$ cat src/hdl/shxp_pkg.sv
`timescale 1ns / 1ps
`default_nettype none

package shxp_pkg;

	typedef struct packed {
		logic [7:0] character;
		logic       last_char;
	} in_t;

	typedef struct packed {
		logic signed [31:0] value;
		logic               failed;
	} out_t;

	// classified character, front to back
	typedef struct packed {
		logic       last_char;
		logic       is_space;
		logic       is_sign;
		logic       is_minus;
		logic       is_x;
		logic       is_digit;
		logic       is_zero;
		logic [3:0] digit;
	} cls_t;

	localparam int ClsWidth = $bits(cls_t);
	localparam int OutWidth = $bits(out_t);

	localparam logic [7:0] ChSpace = 8'h20;
	localparam logic [7:0] ChPlus  = 8'h2b;
	localparam logic [7:0] ChMinus = 8'h2d;
	localparam logic [7:0] ChZero  = 8'h30;
	localparam logic [7:0] ChNine  = 8'h39;
	localparam logic [7:0] ChLowA  = 8'h61;
	localparam logic [7:0] ChLowF  = 8'h66;
	localparam logic [7:0] ChLowX  = 8'h78;
	localparam logic [7:0] ChUpX   = 8'h58;

endpackage

`default_nettype wire

$ cat src/hdl/shxp_fifo.sv
`timescale 1ns / 1ps
`default_nettype none

module shxp_fifo #(
	parameter int WIDTH = 8
) (
	input  wire logic             clk,
	input  wire logic             arst_n,
	input  wire logic             wr_en,
	input  wire logic [WIDTH-1:0] wr_data,
	output logic                  full,
	input  wire logic             rd_en,
	output logic      [WIDTH-1:0] rd_data,
	output logic                  empty
);

	logic [WIDTH-1:0] mem_q [2];
	logic             wr_ptr_q;
	logic             rd_ptr_q;
	logic [1:0]       count_q;
	logic             do_wr;
	logic             do_rd;

	assign full    = (count_q == 2'd2);
	assign empty   = (count_q == 2'd0);
	assign do_wr   = wr_en && !full;
	assign do_rd   = rd_en && !empty;
	assign rd_data = mem_q[rd_ptr_q];

	always_ff @(posedge clk) begin
		if (do_wr) begin
			mem_q[wr_ptr_q] <= wr_data;
		end
	end

	always_ff @(posedge clk or negedge arst_n) begin
		if (!arst_n) begin
			wr_ptr_q <= 1'b0;
			rd_ptr_q <= 1'b0;
			count_q  <= 2'd0;
		end else begin
			if (do_wr) begin
				wr_ptr_q <= !wr_ptr_q;
			end
			if (do_rd) begin
				rd_ptr_q <= !rd_ptr_q;
			end
			unique case ({do_wr, do_rd})
				2'b10: begin
					count_q <= count_q + 2'd1;
				end
				2'b01: begin
					count_q <= count_q - 2'd1;
				end
				default: begin
					count_q <= count_q;
				end
			endcase
		end
	end

endmodule

`default_nettype wire

$ cat src/hdl/shxp_front.sv
`timescale 1ns / 1ps
`default_nettype none

module shxp_front (
	input  wire shxp_pkg::in_t  item,
	output shxp_pkg::cls_t      cls
);

	import shxp_pkg::*;

	logic is_dec;
	logic is_hex;

	always_comb begin
		is_dec        = (item.character >= ChZero) && (item.character <= ChNine);
		is_hex        = (item.character >= ChLowA) && (item.character <= ChLowF);
		cls.last_char = item.last_char;
		cls.is_space  = (item.character == ChSpace);
		cls.is_minus  = (item.character == ChMinus);
		cls.is_sign   = (item.character == ChPlus) || (item.character == ChMinus);
		cls.is_x      = (item.character == ChLowX) || (item.character == ChUpX);
		cls.is_digit  = is_dec || is_hex;
		cls.is_zero   = (item.character == ChZero);
		if (is_hex) begin
			cls.digit = 4'(item.character - ChLowA + 8'd10);
		end else begin
			cls.digit = item.character[3:0];
		end
	end

endmodule

`default_nettype wire

$ cat src/hdl/shxp_back.sv
`timescale 1ns / 1ps
`default_nettype none

module shxp_back #(
	parameter int VALUE_WIDTH = 32
) (
	input  wire logic            clk,
	input  wire logic            arst_n,
	input  wire shxp_pkg::cls_t  cls,
	input  wire logic            cls_empty,
	output logic                 cls_pop,
	input  wire logic            res_full,
	output logic                 res_push,
	output shxp_pkg::out_t       res
);

	import shxp_pkg::*;

	localparam logic [2:0] PH_START  = 3'd0;
	localparam logic [2:0] PH_FIRST  = 3'd1;
	localparam logic [2:0] PH_SECOND = 3'd2;
	localparam logic [2:0] PH_PREFIX = 3'd3;
	localparam logic [2:0] PH_DIGITS = 3'd4;

	logic [2:0]             phase_q;
	logic [VALUE_WIDTH-1:0] acc_q;
	logic                   neg_q;
	logic                   err_q;

	logic [2:0]             phase_n;
	logic [VALUE_WIDTH-1:0] acc_n;
	logic                   neg_n;
	logic                   err_n;
	logic [VALUE_WIDTH-1:0] digit_ext;
	logic [VALUE_WIDTH-1:0] shifted;
	logic [VALUE_WIDTH-1:0] signed_val;
	logic [63:0]            val_ext;
	logic                   bad;

	assign cls_pop  = !cls_empty && (!cls.last_char || !res_full);
	assign res_push = cls_pop && cls.last_char;

	always_comb begin
		digit_ext = {{(VALUE_WIDTH-4){1'b0}}, cls.digit};
		shifted   = {acc_q[VALUE_WIDTH-5:0], cls.digit};
		phase_n   = phase_q;
		acc_n     = acc_q;
		neg_n     = neg_q;
		err_n     = err_q;
		if (!err_q) begin
			unique case (phase_q)
				PH_START, PH_FIRST: begin
					if (phase_q == PH_START && cls.is_space) begin
						phase_n = phase_q;
					end else if (phase_q == PH_START && cls.is_sign) begin
						neg_n   = cls.is_minus;
						phase_n = PH_FIRST;
					end else if (!cls.is_digit) begin
						err_n = 1'b1;
					end else begin
						acc_n   = digit_ext;
						phase_n = cls.is_zero ? PH_SECOND : PH_DIGITS;
					end
				end
				PH_SECOND: begin
					if (cls.is_x) begin
						phase_n = PH_PREFIX;
					end else if (!cls.is_digit) begin
						err_n = 1'b1;
					end else begin
						acc_n   = shifted;
						phase_n = PH_DIGITS;
					end
				end
				PH_PREFIX: begin
					if (!cls.is_digit) begin
						err_n = 1'b1;
					end else begin
						acc_n   = digit_ext;
						phase_n = PH_DIGITS;
					end
				end
				PH_DIGITS: begin
					if (!cls.is_digit) begin
						err_n = 1'b1;
					end else begin
						acc_n = shifted;
					end
				end
				default: begin
					err_n = 1'b1;
				end
			endcase
		end
		bad        = err_n || !(phase_n == PH_SECOND || phase_n == PH_DIGITS);
		signed_val = neg_n ? (VALUE_WIDTH'(0) - acc_n) : acc_n;
		val_ext    = 64'(signed_val);
		res.failed = bad;
		res.value  = bad ? 32'sd0 : signed'(val_ext[31:0]);
	end

	always_ff @(posedge clk or negedge arst_n) begin
		if (!arst_n) begin
			phase_q <= PH_START;
			acc_q   <= '0;
			neg_q   <= 1'b0;
			err_q   <= 1'b0;
		end else if (cls_pop) begin
			if (cls.last_char) begin
				phase_q <= PH_START;
				acc_q   <= '0;
				neg_q   <= 1'b0;
				err_q   <= 1'b0;
			end else begin
				phase_q <= phase_n;
				acc_q   <= acc_n;
				neg_q   <= neg_n;
				err_q   <= err_n;
			end
		end
	end

endmodule

`default_nettype wire

$ cat src/hdl/signed_hex_string_parser_unit.sv
`timescale 1ns / 1ps
`default_nettype none

// Signed hex string parser: one character per beat, one result beat per string, given on
// the beat whose last_char is set. Sustains one character per clock but for the stall below.
// A character is registered in the two-entry character queue and is parsed combinationally
// against the running value of VALUE_WIDTH bits as it leaves; a string's result is registered in
// the two-entry result queue, from which it is popped. While that queue holds two results,
// the character that ends the next string stalls and the character queue fills behind it.
module signed_hex_string_parser_unit #(
	parameter int VALUE_WIDTH = 32
) (
	input  wire logic            clk,
	input  wire logic            arst_n,
	input  wire logic            push,
	output logic                 full,
	input  wire shxp_pkg::in_t   item,
	output logic                 empty,
	input  wire logic            pop,
	output shxp_pkg::out_t       result
);

	import shxp_pkg::*;

	cls_t                cls_in;
	cls_t                cls_out;
	logic [ClsWidth-1:0] cls_rd;
	logic                cls_empty;
	logic                cls_pop;
	logic                res_full;
	logic                res_push;
	out_t                res_in;
	logic [OutWidth-1:0] res_rd;

	shxp_front u_front (
		.item (item),
		.cls  (cls_in)
	);

	shxp_fifo #(
		.WIDTH (ClsWidth)
	) u_cls_fifo (
		.clk     (clk),
		.arst_n  (arst_n),
		.wr_en   (push),
		.wr_data (cls_in),
		.full    (full),
		.rd_en   (cls_pop),
		.rd_data (cls_rd),
		.empty   (cls_empty)
	);

	assign cls_out = cls_t'(cls_rd);

	shxp_back #(
		.VALUE_WIDTH (VALUE_WIDTH)
	) u_back (
		.clk       (clk),
		.arst_n    (arst_n),
		.cls       (cls_out),
		.cls_empty (cls_empty),
		.cls_pop   (cls_pop),
		.res_full  (res_full),
		.res_push  (res_push),
		.res       (res_in)
	);

	shxp_fifo #(
		.WIDTH (OutWidth)
	) u_res_fifo (
		.clk     (clk),
		.arst_n  (arst_n),
		.wr_en   (res_push),
		.wr_data (res_in),
		.full    (res_full),
		.rd_en   (pop),
		.rd_data (res_rd),
		.empty   (empty)
	);

	assign result = out_t'(res_rd);

endmodule

`default_nettype wire

$ cat config.mk
export PLATFORM = sky130hd
export DESIGN_NAME = signed_hex_string_parser_unit
export DESIGN_NICKNAME = d
export VERILOG_FILES = /design/src/hdl/shxp_pkg.sv /design/src/hdl/shxp_fifo.sv /design/src/hdl/shxp_front.sv /design/src/hdl/shxp_back.sv /design/src/hdl/signed_hex_string_parser_unit.sv
export SDC_FILE = /design/constraint.sdc
export NUM_CORES = 1
export LEC_CHECK = 0
export CAP_MARGIN = 0
export CORE_UTILIZATION = 41
export DETAILED_ROUTE_END_ITERATION = 10
export DONT_BUFFER_PORTS = 1
export GPL_ROUTABILITY_DRIVEN = 0
export GPL_TIMING_DRIVEN = 0
export SYNTH_ARGS = -nofsm -noshare
export SYNTH_HDL_FRONTEND = slang
export SYNTH_SLANG_ARGS = --single-unit
$ cat constraint.sdc
create_clock -name clk -period 9.5 [get_ports clk]
set_input_delay 1.425 -clock clk [delete_from_list [all_inputs] [get_ports clk]]
set_output_delay 1.425 -clock clk [all_outputs]
set_load 0.02 [all_outputs]
==> impl_metrics.py <==
metrics = {
    "clock_network": {
        "clock_sinks": 132,
        "cts.clk_slew.worst_paths_ns": 0.05,
        "cts_tree": "done",
        "cts_hold_buf": 0,
        "clk_latency_ns": 0.42,
        "cts-resized-gates": 0,
        "ctsLongestPathBuffers": 2,
        "cts_setup_buffers": 0,
        "cts_max_level": 4,
        "cts_root_buf": "clkbuf_16",
        "numCtsBuffers": 17,
    },
    "logic_synthesis": {
        "synth_area_leaders": "edfxtp_1, dfrtp_1, mux2_2",
        "synth-seq-cells": 132,
        "ys_async_sr_fraction": 0.333,
        "synth_flop_cell": "edfxtp_1",
        "synth_common_cells": "edfxtp_1, nand2_1, dfrtp_1",
        "syn-cell-area_mm2": 0.00663,
        "yosysUniqueCellTypes": 68,
        "syn_area_per_cell_um2": 11.7,
        "synth_cells": 568,
        "yosysWarnings": 0,
        "synth_edf_count": 88,
        "syn-num-nets": 587,
        "yosys.area.top_type": "edfxtp_1",
        "ys_seq_area_frac": 0.564,
        "yosysTopAreaCellShare": 0.398,
        "yosysMostFrequentCell": "edfxtp_1",
    },
    "timing": {
        "rsz0062_at_grt": "no",
        "fmax_ghz": 0.271,
        "final_max_slew_viol_count": 0,
        "clock_skew_ns": 0.0102,
        "setup-tns-final_ns": 0,
        "setup_viol": 0,
        "max_slew.worst_pin.slew_ns": 0.935,
        "fin_hold_ws_ns": 0.500,
        "finalHoldViolCount": 0,
        "fin_crit_sh": 0.388,
        "fin_ws_ns": 5.81,
        "min_period_ns": 3.69,
        "relSlewSlack": 0.359,
    },
    "critical_path": {
        "endpoint": "result[24]",
        "r2r-end": "u_back.acc_q[29]$_DFFE_PN0P_",
        "worstSetupEndpointType": "output pin",
        "crit_arrival_ns": 2.27,
        "rr_worst_depth": 10,
        "cp.required_ns": 8.08,
        "crit_fanout": 10,
        "critPathLaunch": "u_res_fifo.rd_ptr_q$_DFFE_PN0P_",
        "r2r_start": "u_cls_fifo.rd_ptr_q$_DFFE_PN0P_",
        "r2r_slack_ns": 6.01,
        "crit_type": "reg2out",
        "cp-start-kind": "register",
    },
    "worst_hold_path": {
        "min_path_type": "reg2reg",
        "min_from": "u_cls_fifo.count_q[1]$_DFFE_PN0P_",
    },
    "cells_and_area": {
        "regArea_mm2": 0.00374,
        "antenna_cells": 0,
        "area_growth_pct": 13.5,
        "final_core_util": 0.476,
        "multi_input_area_mm2": 0.00271,
        "drive_gt1_frac": 0.161,
        "nets": 607,
        "nFillCells": 1433,
    },
    "global_routing": {
        "grt_start_max_net_pins": 45,
        "groute.usage.overall": 0.188,
        "grt_pass1_vias": 4689,
        "antenna_found_initial": 0,
        "grt_pass1_wl_mm": 23.8,
        "grt-ovfl-total": 0,
    },
    "floorplanning": {
        "die_area_mm2": 0.0167,
        "fp.dieW_um": 129,
        "initial_utilization": 0.419,
        "die_h_um": 129,
        "core_area_mm2": 0.0158,
        "rows": 46,
        "boundaryPins": 48,
    },
    "drt": {
        "routed_wirelength_mm": 14.7,
        "drc": 0,
        "viasPerCell": 5.69,
        "drtAntennaViolNets": 0,
        "drt_first_pass_iters": 5,
        "wl_per_cell_um": 18.0,
        "vias": 4652,
        "drt_iter0_markers": 347,
    },
    "placed_design": {
        "io_buffers": 0,
        "hpwl_mm": 10.2,
        "pre_cts_ws_ns": 6.07,
    },
    "run_status": {
        "status": "complete, no violations",
    },
    "job": {
        "cap_violations": 0,
    },
    "power_and_ir_drop": {
        "pwr_density_cell_mw_per_mm2": 362,
        "p_leak_nw": 2.79,
        "ir_worst_vdd_v": 0.000153,
    },
}
cell type report:
cell class	count	share of cell area
well taps	216	0.0359
clock inverters	14	0.0213
inverters	10	0.00499
clock buffers	18	0.0570
repair buffers	1	0.00366
multi-input cells	394	0.360
plain buffers	32	0.0194
flip-flops and latches	132	0.497
layout by cell type (no fill, tap or decap), drive strengths merged, types with 6 or more instances in the layout:
master / Yosys / final
xnor2: 13 / 13
edfxtp: 88 / 88
or3: 7 / 7
nor4: 7 / 7
a22o: 21 / 21
a21oi: 29 / 29
ha: 6 / 6
clkinv: 2 / 8
dfrtp: 44 / 44
nand2: 52 / 52
nand3: 14 / 14
nor2: 41 / 41
a21o: 6 / 6
o21ai: 31 / 31
mux2: 39 / 39
xor2: 12 / 12
clkbuf: 21 / 39
inv: 8 / 10
nand2b: 6 / 6
buf: 11 / 12
mux2i: 10 / 10
and3: 10 / 10
nor3: 11 / 11
routing by layer:
layer  up-vias  wire, um  GRT usage  part of all wire
met5         -         0          0                 0
met4         0       210     0.0678             0.014
met3        21       815     0.0467             0.056
met2       134      7120      0.314              0.49
met1      2298      6520      0.237              0.44
li1       2199         -          -                 -
worst min path at each step:
stage          slack (ns)  cells after the start                                 to
6_report             0.50                      1  u_cls_fifo.count_q[1]$_DFFE_PN0P_
5_1_grt              0.53                      2           u_back.neg_q$_DFFE_PN0P_
4_1_cts              0.49                      1    u_cls_fifo.wr_ptr_q$_DFFE_PN0P_
3_5_place_dp         0.48                      1    u_cls_fifo.wr_ptr_q$_DFFE_PN0P_
3_3_place_gp         0.48                      1    u_res_fifo.wr_ptr_q$_DFFE_PN0P_
2_1_floorplan        0.46                      1    u_res_fifo.wr_ptr_q$_DFFE_PN0P_
cell families after synthesis:
| logic type | count (synthesis) | synth area share |
|---|---|---|
| buf+inv | 42 | 0.0277 |
| simple gates | 171 | 0.126 |
| flops | 132 | 0.564 |
| fa+ha+maj | 6 | 0.0113 |
| xor+xnor | 25 | 0.0330 |
| compound gates | 143 | 0.155 |
| mux | 49 | 0.0819 |
power breakdown:
| part | total (mW) | switching, mW | leakage (nW) | internal (mW) |
|---|---|---|---|---|
| clock | 0.655 | 0.245 | 0.279 | 0.410 |
| combinational | 1.21 | 0.820 | 1.09 | 0.387 |
| sequential | 0.867 | 0.0575 | 1.43 | 0.810 |
| total | 2.73 | 1.12 | 2.79 | 1.61 |
worst max-delay path, cell delays in order (launching register included):
cell	delay (ns)
dfrtp_1	0.32
clkbuf_1	0.52
clkbuf_1	0.54
mux2_2	0.47
flip-flops by register name, indices dropped and copies added, names as in the netlist:
register / flops
u_cls_fifo.rd_ptr_q: 1
u_cls_fifo.count_q: 2
u_back.neg_q: 1
u_back.acc_q: 31
u_back.phase_q: 3
u_cls_fifo.wr_ptr_q: 1
u_res_fifo.wr_ptr_q: 1
u_cls_fifo.mem_q: 22
u_res_fifo.rd_ptr_q: 1
u_res_fifo.count_q: 2
u_res_fifo.mem_q: 66
u_back.err_q: 1
metrics by stage:
| stage | std cells | cell area [um^2] | power [mW] |
|---|---|---|---|
| floorplan | 568 | 6630 | 1.78 |
| global placement | 784 | 6900 | 2.04 |
| detailed placement | 785 | 6940 | 2.08 |
| CTS | 817 | 7530 | 2.74 |
| global route | 817 | 7530 | 2.88 |
| finish | 817 | 7530 | 2.73 |
(Power assumes the default switching activity.)
